===== config.mk =====
export PLATFORM = sky130hd
export DESIGN_NAME = lupd_ctrl
export DESIGN_NICKNAME = d
export VERILOG_FILES = /design/src/hdl/lupd_pkg.sv /design/src/hdl/lupd_ctrl.sv
export VERILOG_INCLUDE_DIRS = /design/src /design/src/hdl
export SDC_FILE = /design/constraint.sdc
export NUM_CORES = 1
export LEC_CHECK = 0
export ABC_AREA = 1
export BUFFER_PORTS_ARGS = -buffer_cell sky130_fd_sc_hd__buf_2
export CAP_MARGIN = 10
export CORE_MARGIN = 2
export CORE_UTILIZATION = 57
export CTS_CLUSTER_DIAMETER = 50
export DETAILED_ROUTE_END_ITERATION = 10
export GPL_TIMING_DRIVEN = 0
export MAX_ROUTING_LAYER = met4
export PLACE_DENSITY = 0.82
export SLEW_MARGIN = 20
export SYNTH_ARGS = -nofsm -noshare
export SYNTH_HDL_FRONTEND = slang
export SYNTH_SLANG_ARGS = --single-unit
export TNS_END_PERCENT = 100

===== constraint.sdc =====
create_clock -name clk -period 2.5 [get_ports clk]
set_clock_uncertainty 0.2 [all_clocks]
set_input_delay 0.25 -clock clk [delete_from_list [all_inputs] [get_ports clk]]
set_output_delay 0.25 -clock clk [all_outputs]
set_load 0.05 [all_outputs]

===== src/hdl/assert_macros.svh =====
// Assertion macros for the RTL (included by lupd_ctrl)
`ifndef ASSERT_MACROS_SVH
`define ASSERT_MACROS_SVH
`ifndef SYNTH
`define ASSERT_IMPL(label, ante, cons) \
	label: assert property (@(posedge clk) disable iff (!arst_n) (ante) |-> (cons)) \
		else $error("assertion failed");
`define ASSERT_NEXT(label, ante, cons) \
	label: assert property (@(posedge clk) disable iff (!arst_n) (ante) |=> (cons)) \
		else $error("assertion failed");
`else
`define ASSERT_IMPL(label, ante, cons)
`define ASSERT_NEXT(label, ante, cons)
`endif
`endif


===== src/hdl/lupd_pkg.sv =====
package lupd_pkg;
	localparam int MaxOrder = 8;
	localparam int IdxW = 3;
	localparam int AddrW = 6;
	localparam int ValW = 32;
	localparam int OneQShift = 24;
	localparam int DivQW = 56;

	typedef logic signed [ValW-1:0] val_t;
	typedef logic [IdxW-1:0] idx_t;
	typedef logic [AddrW-1:0] addr_t;

	// memory operand selects
	typedef enum logic [1:0] {
		RD_NONE, RD_A, RD_B
	} rd_sel_t;

	// controller to datapath
	typedef struct packed {
		logic   wr_en;
		addr_t  wr_addr;
		logic   wr_src_in;   // 1: input word, 0: datapath result
		logic   rd_en;
		addr_t  rd_addr;
		rd_sel_t rd_dst;
		logic   piv_clear;
		logic   piv_cmp;
		idx_t   piv_row;
		logic   div_start;
		logic   mul_start;
		logic   res_to_m;    // latch division result as multiplier
		logic   wr_sel_b;    // write B register
		logic   wr_sel_m;    // write multiplier
		logic   wr_sel_upd;  // write update result
	} ctl_cmd_t;

	// datapath to controller
	typedef struct packed {
		logic div_done;
		logic mul_done;
		logic piv_found;
		idx_t piv_idx;
	} dp_sts_t;

	function automatic val_t sat64(input logic signed [63:0] v);
		if (v > 64'sd2147483647) return val_t'(32'h7fffffff);
		if (v < -64'sd2147483648) return val_t'(32'h80000000);
		return val_t'(v[31:0]);
	endfunction
endpackage


===== src/hdl/lupd_ctrl.sv =====
// Controller: load, pivot, swap, eliminate, stream out
module lupd_ctrl
	import lupd_pkg::*;
(
	input  logic     clk,
	input  logic     arst_n,
	input  logic     cfg_valid,
	input  logic [3:0] cfg_data,
	output logic     cfg_ready,
	input  logic     s_tvalid,
	output logic     s_tready,
	output ctl_cmd_t cmd,
	input  dp_sts_t  sts,
	input  val_t     rd_word,
	output logic     m_tvalid,
	input  logic     m_tready,
	output logic [47:0] m_tdata,
	output logic     m_tuser,
	output logic     m_tlast
);
	typedef enum logic [4:0] {
		S_LOAD, S_PIV_RD, S_PIV_WAIT, S_PIV_DEC, S_SW_RDA, S_SW_RDB, S_SW_W1,
		S_SW_W2, S_EL_RDP, S_EL_RDA, S_EL_OPW, S_EL_DIV, S_EL_DIVW, S_EL_WM,
		S_EL_RDU, S_EL_RDX, S_EL_MUL, S_EL_WAIT, S_EL_WX, S_NEXT, S_OUT_RD,
		S_OUT_WAIT, S_OUT_HOLD
	} state_t;

	state_t state_q;
	idx_t n1_q;          // order minus one
	idx_t r_q, c_q, k_q, i_q, j_q;
	idx_t perm_q [MaxOrder];
	logic sing_q;
	logic [47:0] tdata_q;
	logic user_q;
	logic last_q;

	function automatic addr_t ad(input idx_t r, input idx_t c);
		return {r, c};
	endfunction

	assign cfg_ready = (state_q == S_LOAD);
	assign s_tready = (state_q == S_LOAD) && !cfg_valid;
	assign m_tdata = tdata_q;
	assign m_tuser = user_q;
	assign m_tlast = last_q;

	always_comb begin
		cmd = '0;
		cmd.wr_src_in = s_tvalid && s_tready;
		cmd.wr_en = s_tvalid && s_tready;
		cmd.wr_addr = ad(r_q, c_q);
		unique case (state_q)
			S_PIV_RD: begin
				cmd.rd_en = 1'b1; cmd.rd_addr = ad(i_q, k_q);
				cmd.piv_cmp = 1'b1; cmd.piv_row = i_q;
			end
			S_SW_RDA: begin
				cmd.rd_en = 1'b1; cmd.rd_addr = ad(k_q, j_q); cmd.rd_dst = RD_A;
			end
			S_SW_RDB: begin
				cmd.rd_en = 1'b1; cmd.rd_addr = ad(sts.piv_idx, j_q); cmd.rd_dst = RD_B;
			end
			// A is ready before B: write the pivot row first
			S_SW_W1: begin
				cmd.wr_en = 1'b1; cmd.wr_addr = ad(sts.piv_idx, j_q);
			end
			S_SW_W2: begin
				cmd.wr_en = 1'b1; cmd.wr_addr = ad(k_q, j_q); cmd.wr_sel_b = 1'b1;
			end
			S_EL_RDP: begin
				cmd.rd_en = 1'b1; cmd.rd_addr = ad(k_q, k_q); cmd.rd_dst = RD_B;
			end
			S_EL_RDA: begin
				cmd.rd_en = 1'b1; cmd.rd_addr = ad(i_q, k_q); cmd.rd_dst = RD_A;
			end
			S_EL_DIV: cmd.div_start = 1'b1;
			S_EL_DIVW: cmd.res_to_m = sts.div_done;
			S_EL_WM: begin
				cmd.wr_en = 1'b1; cmd.wr_addr = ad(i_q, k_q); cmd.wr_sel_m = 1'b1;
			end
			S_EL_RDU: begin
				cmd.rd_en = 1'b1; cmd.rd_addr = ad(k_q, j_q); cmd.rd_dst = RD_B;
			end
			S_EL_RDX: begin
				cmd.rd_en = 1'b1; cmd.rd_addr = ad(i_q, j_q); cmd.rd_dst = RD_A;
			end
			S_EL_MUL: cmd.mul_start = 1'b1;
			S_EL_WX: begin
				cmd.wr_en = 1'b1; cmd.wr_addr = ad(i_q, j_q); cmd.wr_sel_upd = 1'b1;
			end
			S_OUT_RD: begin
				cmd.rd_en = 1'b1; cmd.rd_addr = ad(r_q, c_q);
			end
			S_NEXT: cmd.piv_clear = 1'b1;
			default: ;
		endcase
	end

	always_ff @(posedge clk or negedge arst_n) begin
		if (!arst_n) begin
			state_q <= S_LOAD;
			n1_q <= idx_t'(MaxOrder - 1);
			r_q <= '0; c_q <= '0; k_q <= '0; i_q <= '0; j_q <= '0;
			sing_q <= 1'b0;
			m_tvalid <= 1'b0;
			tdata_q <= '0;
			user_q <= 1'b0;
			last_q <= 1'b0;
			for (int p = 0; p < MaxOrder; p++) perm_q[p] <= idx_t'(p);
		end else begin
			unique case (state_q)
				S_LOAD: begin
					if (cfg_valid) begin
						priority if (cfg_data < 4'd2) n1_q <= idx_t'(1);
						else if (cfg_data > 4'(MaxOrder)) n1_q <= idx_t'(MaxOrder - 1);
						else n1_q <= idx_t'(cfg_data - 4'd1);
						r_q <= '0; c_q <= '0;
					end else if (s_tvalid) begin
						c_q <= c_q + 1'b1;
						if (c_q == n1_q) begin
							c_q <= '0;
							r_q <= r_q + 1'b1;
							if (r_q == n1_q) begin
								r_q <= '0;
								k_q <= '0;
								i_q <= '0;
								sing_q <= 1'b0;
								for (int p = 0; p < MaxOrder; p++) perm_q[p] <= idx_t'(p);
								state_q <= S_NEXT;
							end
						end
					end
				end
				S_NEXT: begin
					i_q <= k_q;
					state_q <= S_PIV_RD;
				end
				S_PIV_RD: begin
					i_q <= i_q + 1'b1;
					if (i_q == n1_q) state_q <= S_PIV_WAIT;
				end
				S_PIV_WAIT: state_q <= S_PIV_DEC;
				S_PIV_DEC: begin
					j_q <= '0;
					if (!sts.piv_found) begin
						// no nonzero entry on or below the diagonal: flag it and move to the next column, or to output after the last
						sing_q <= 1'b1;
						if (k_q == n1_q) begin
							state_q <= S_OUT_RD;
						end else begin
							k_q <= k_q + 1'b1;
							state_q <= S_NEXT;
						end
					end else if (sts.piv_idx != k_q) begin
						perm_q[k_q] <= perm_q[sts.piv_idx];
						perm_q[sts.piv_idx] <= perm_q[k_q];
						state_q <= S_SW_RDA;
					end else begin
						i_q <= k_q + 1'b1;
						state_q <= (k_q == n1_q) ? S_OUT_RD : S_EL_RDP;
					end
				end
				S_SW_RDA: state_q <= S_SW_RDB;
				S_SW_RDB: state_q <= S_SW_W1;
				S_SW_W1: state_q <= S_SW_W2;
				S_SW_W2: begin
					j_q <= j_q + 1'b1;
					if (j_q == n1_q) begin
						i_q <= k_q + 1'b1;
						state_q <= (k_q == n1_q) ? S_OUT_RD : S_EL_RDP;
					end else state_q <= S_SW_RDA;
				end
				S_EL_RDP: state_q <= S_EL_RDA;
				S_EL_RDA: state_q <= S_EL_OPW;
				S_EL_OPW: state_q <= S_EL_DIV;
				S_EL_DIV: state_q <= S_EL_DIVW;
				S_EL_DIVW: if (sts.div_done) state_q <= S_EL_WM;
				S_EL_WM: begin
					j_q <= k_q + 1'b1;
					state_q <= S_EL_RDU;
				end
				S_EL_RDU: state_q <= S_EL_RDX;
				S_EL_RDX: state_q <= S_EL_MUL;
				S_EL_MUL: state_q <= S_EL_WAIT;
				S_EL_WAIT: if (sts.mul_done) state_q <= S_EL_WX;
				S_EL_WX: begin
					j_q <= j_q + 1'b1;
					if (j_q == n1_q) begin
						i_q <= i_q + 1'b1;
						if (i_q == n1_q) begin
							k_q <= k_q + 1'b1;
							state_q <= S_NEXT;
						end else state_q <= S_EL_RDP;
					end else state_q <= S_EL_RDU;
				end
				S_OUT_RD: state_q <= S_OUT_WAIT;
				S_OUT_WAIT: begin
					m_tvalid <= 1'b1;
					tdata_q <= {7'd0, perm_q[r_q], c_q, r_q, rd_word};
					user_q <= sing_q;
					last_q <= (r_q == n1_q) && (c_q == n1_q);
					state_q <= S_OUT_HOLD;
				end
				S_OUT_HOLD: begin
					if (m_tready) begin
						m_tvalid <= 1'b0;
						c_q <= c_q + 1'b1;
						state_q <= S_OUT_RD;
						if (c_q == n1_q) begin
							c_q <= '0;
							r_q <= r_q + 1'b1;
							if (r_q == n1_q) begin
								r_q <= '0;
								state_q <= S_LOAD;
							end
						end
					end
				end
				default: state_q <= S_LOAD;
			endcase
		end
	end

	`include "assert_macros.svh"
	`ASSERT_IMPL(a_no_out_in_load, (state_q == S_LOAD), !m_tvalid)
	`ASSERT_IMPL(a_last_valid, m_tlast && m_tvalid, (r_q == n1_q) && (c_q == n1_q))
	`ASSERT_NEXT(a_hold_until_taken, m_tvalid && !m_tready, m_tvalid)
endmodule


# == Word-level counts from Yosys, hierarchy flattened ==
# Cells that the tools add are included.
# totals
reg_bits,92
input_bits,47
# classes
n_mux,87
magnitude_cmp,7
n_reduce_logical,26
bitwise,3
eq_ne,45
addsub,6
# op_table
operator,count
24-bit two-way mux,6
5-bit one-hot mux with 23 select lines,1
3-bit two-way mux,32
5-bit two-way mux,16
24-bit bitwise mux,2
24-bit one-hot mux with 2 select lines,1
7-bit one-hot mux with 6 select lines,1
5-bit by 4-bit equality test with 1-bit output (second input constant),8
5-bit equality test (second input constant),7
7-bit one-hot mux with 4 select lines,1
3-bit binary-select mux with 3-bit select,3
2-bit != test (second input constant),13
5-bit by 3-bit equality test with 1-bit output (second input constant),4
3-bit demux with 3-bit select,2
3-bit one-hot mux with 3 select lines,2
3-bit one-hot mux with 6 select lines,1
9-bit AND reduction,2
3-bit by 1-bit adder with 3-bit output (second input constant),5
3-bit equality test,5
1-bit two-way mux,13
4-bit >= comparator (second input constant),3
3-bit inverter with 4-bit output,3
3-bit one-hot mux with 2 select lines,2
5-bit by 2-bit equality test with 1-bit output (second input constant),2
24 further kinds,39

# == Depth between registers and ports, before layout ==
# logic_depth
word_depth,10
mapped_depth,13
ltp_nobuf,12

# == Least setup slack after synthesis ==
# Ideal clock, no wire load.
# synth_timing
kind,register to output
start,register state_q[1]
end,output port cmd[27] in the netlist's numbering
arrival_ps,2832
path_stages_with_launch,6
required_ps,2050
n_path_buf,0
setup_slack_ps,-782
path_cell_list,dfrtp_1 > nor2_2 > nand3_4 > nor2_1 > inv_1 > o21ai_0
# synth_rtl
item,line,text
"start, declared",lupd_ctrl.sv:28,state_t state_q;
"start signal, assigned",lupd_ctrl.sv:160,state_q <= (k_q == n1_q) ? S_OUT_RD : S_EL_RDP;
"start signal, assigned",lupd_ctrl.sv:170,state_q <= (k_q == n1_q) ? S_OUT_RD : S_EL_RDP;
"end, declared",lupd_ctrl.sv:12,"output ctl_cmd_t cmd,"

==> results.txt <==
post-synth top area share: 0.294
DR vias/cell: 5.58
Worst path slowest cell: dfrtp_2
number of DRC markers in iteration 0: 788
CTS root buffer: clkbuf_16
clock buffer depth: 2
post-detail-place hpwl: 15.2 mm
DIE WIDTH: 111 um
GR peak layer: met2
Initial Utilization: 0.578
I/O pins: 128
part of the cycle the worst path needs: 0.987
Max IR drop VDD: 793 uV
first-pass GRT wire length: 35.3 mm
PwrDens: 1180 nW/um2
Slew HR: 0.484
crit-path cells: inv_1, nor2_2, inv_2, nor2_4, nor2_1, inv_2, a21oi_1, o21ai_1, buf_4
outcome: finished clean
FP Rows: 39
sequential area share after synthesis: 0.354
min-delay src: cfg_data[2]
Worst-Margin Slew: 0.768 ns
htree depth: 3
CP startpoint: state_q[0]$_DFFE_PN0P_
Synth cell types: 40
most common cell in the netlist: nand2_1
final hold vios: 0
GR Util met2: 0.556
routability congestion estimate: 0.994
worst min path class: in -> reg
P&R area growth vs syn: 27.3%
Syn Area/Cell: 6.49 um2
Worst R2R Setup Slack: 0.22 ns
Area contributors post-synth: dfrtp_1, nand2_1, dfstp_2, nand3_1, inv_1
met1 GRT Util: 0.490
EDFF count, synth: 0
later-pin clock latency in the skew report: 0.36 ns
arrival time worst endpoint: 2.02 ns
Setup TNS: 0 ns
Reg-to-Reg Start: n1_q[0]$_DFFE_PN1P_
CP Launch Type: flop
clk sinks: 92
CP Class: reg -> out
yosys warns: 0
via count: 7494
pin count of the biggest net entering global routing: 82
Final ANT Viol Nets: 0
Final setup viols: 0
GRT Util Overall: 0.367
slowest stage delay, CP: 0.47 ns
number of global-route vias before repair: 6819
cell taking the most area after synthesis: dfrtp_1
Num CTS Buffers: 9
max-slew violations: 0
CORE AREA: 11300 um2
clk slew on worst S/H paths: 0.07 ns
n_diodes: 0
die area: 12400 um2
Die Height: 111 um
critical path required time: 2.05 ns
Overflow after GRT: 0
highest clock rate: 405 MHz
final cell count without fillers: 1342
cell repeated most along the worst path: inv_2
Seq cells post-synth: 92
async set-reset flop share out of synthesis: 1.00
post-synthesis cell area: 6550 um2
top_reg_cell synth: dfrtp_1
final hold slack: 0.0391 ns
Pre-antenna DRT Iters: 8
share of cells above drive strength 1: 0.229
initial antenna violation count: 0
layout net count: 1247
PortBufs: 118
Fillers: 943
crit end category: primary output
routed len/inst: 16.3 um
Residual DRC: 0
critical path peak fanout: 6
met3 Track Usage GR: 0.0716
final design utilization: 0.737
Syn Inst Count: 1009
LEAKAGE: 4.31 nW
min Tclk post-route: 2.47 ns
CTS tree: yes
max capacitance violation total: 0
top post-synthesis cells by count: nand2_1, inv_1, dfrtp_1
DRT Wirelength: 21.9 mm
Cells after DPL: 1277
path summary, 6_finish.rpt:
kind	to	cells after the start
setup / recovery	cmd[25]	9
hold / removal	n1_q[2]$_DFFE_PN1P_	4
setup reg to reg	perm_q[3]$_DFFE_PN0P_	12
hold reg to reg	perm_q[16]$_DFFE_PN1P_	2
max in group asynchronous	perm_q[6]$_DFFE_PN1P_	3
min in group asynchronous	m_tdata[23]$_DFFE_PN0P_	2
cell type report:
cell class,instances,area [um2],share of cell area
clock inverter,6,58.8,0.00705
timing repair buffer,168,1130,0.136
multi-input combinational,782,3790,0.454
buffer,41,235,0.0282
sequential,92,2330,0.279
clock buffer,10,229,0.0275
inverter,100,388,0.0465
tap,143,179,0.0215
registers in the layout, summed over array words and instances, names as in the netlist:
register,flops
i_q,3
k_q,3
m_tvalid,1
n1_q,3
m_tdata,41
c_q,3
sing_q,1
perm_q,24
state_q,5
j_q,3
m_tuser,1
r_q,3
m_tlast,1
placed cells by master, fill, tap and decap left out, types with 8 or more instances in the layout:
master / instances
clkbuf_16: 9
dfrtp_1: 73
buf_2: 125
nor3_1: 10
a21oi_1: 34
nor2_2: 12
nand2_1: 423
clkbuf_1: 9
buf_6: 9
dfstp_2: 15
nand2_2: 8
buf_4: 26
dlygate4sd3_1: 36
nor2_1: 62
inv_2: 15
nor2_4: 16
inv_1: 81
xnor2_1: 13
o21ai_0: 54
nand3_1: 66
nand4_1: 18
metal layers:
layer / wire length (um) / part of all wire / up-vias
met1: 8990 / 0.41 / 3419
met4: 582 / 0.027 / 0
li1: - / - / 3579
met5: 0 / 0 / -
met3: 2270 / 0.10 / 58
met2: 10100 / 0.46 / 438
worst max-delay path: cells and delay by family, from the launching register on:
family	cells	cell delay (ns)
AND/OR/NAND/NOR	3	0.44
buffers and inverters	4	0.53
AO/OA/AOI/OAI	2	0.21
flip-flops	1	0.47
where the power goes:
part           internal (mW)  switching (mW)
clock network          0.694           0.631
logic                   1.68            4.30
registers               2.07           0.467
timing repair:
item / CTS / global route
endpoints found under the hold margin: 115 / 0
pin swaps: 4 / 4
hold buffers: 36 / 0
gates resized for setup: 37 / 20
setup buffers: 6 / 7
endpoints found under the setup margin: 14 / 16
stage by stage:
stage / area (um2) / worst slack (ns) / power, mW
2_1_floorplan: 6620 / -0.167 / 6.64
3_3_place_gp: 7380 / -0.0755 / 7.96
3_5_place_dp: 7420 / -0.109 / 8.04
4_1_cts: 8230 / 0.00510 / 9.56
5_1_grt: 8340 / -0.0321 / 10.4
6_report: 8340 / 0.0322 / 9.84
cells by family (layout without fill, tap and decap cells):
logic type / Yosys count / after routing / synth area share
buf+inv: 141 / 325 / 0.0925
simple gates: 631 / 631 / 0.414
other cells: 1 / 7 / 0.000573
xor+xnor: 16 / 16 / 0.0214
fa+ha+maj: 6 / 6 / 0.0115
flops: 92 / 92 / 0.354
compound gates: 122 / 122 / 0.105
(Power assumes the default switching activity.)
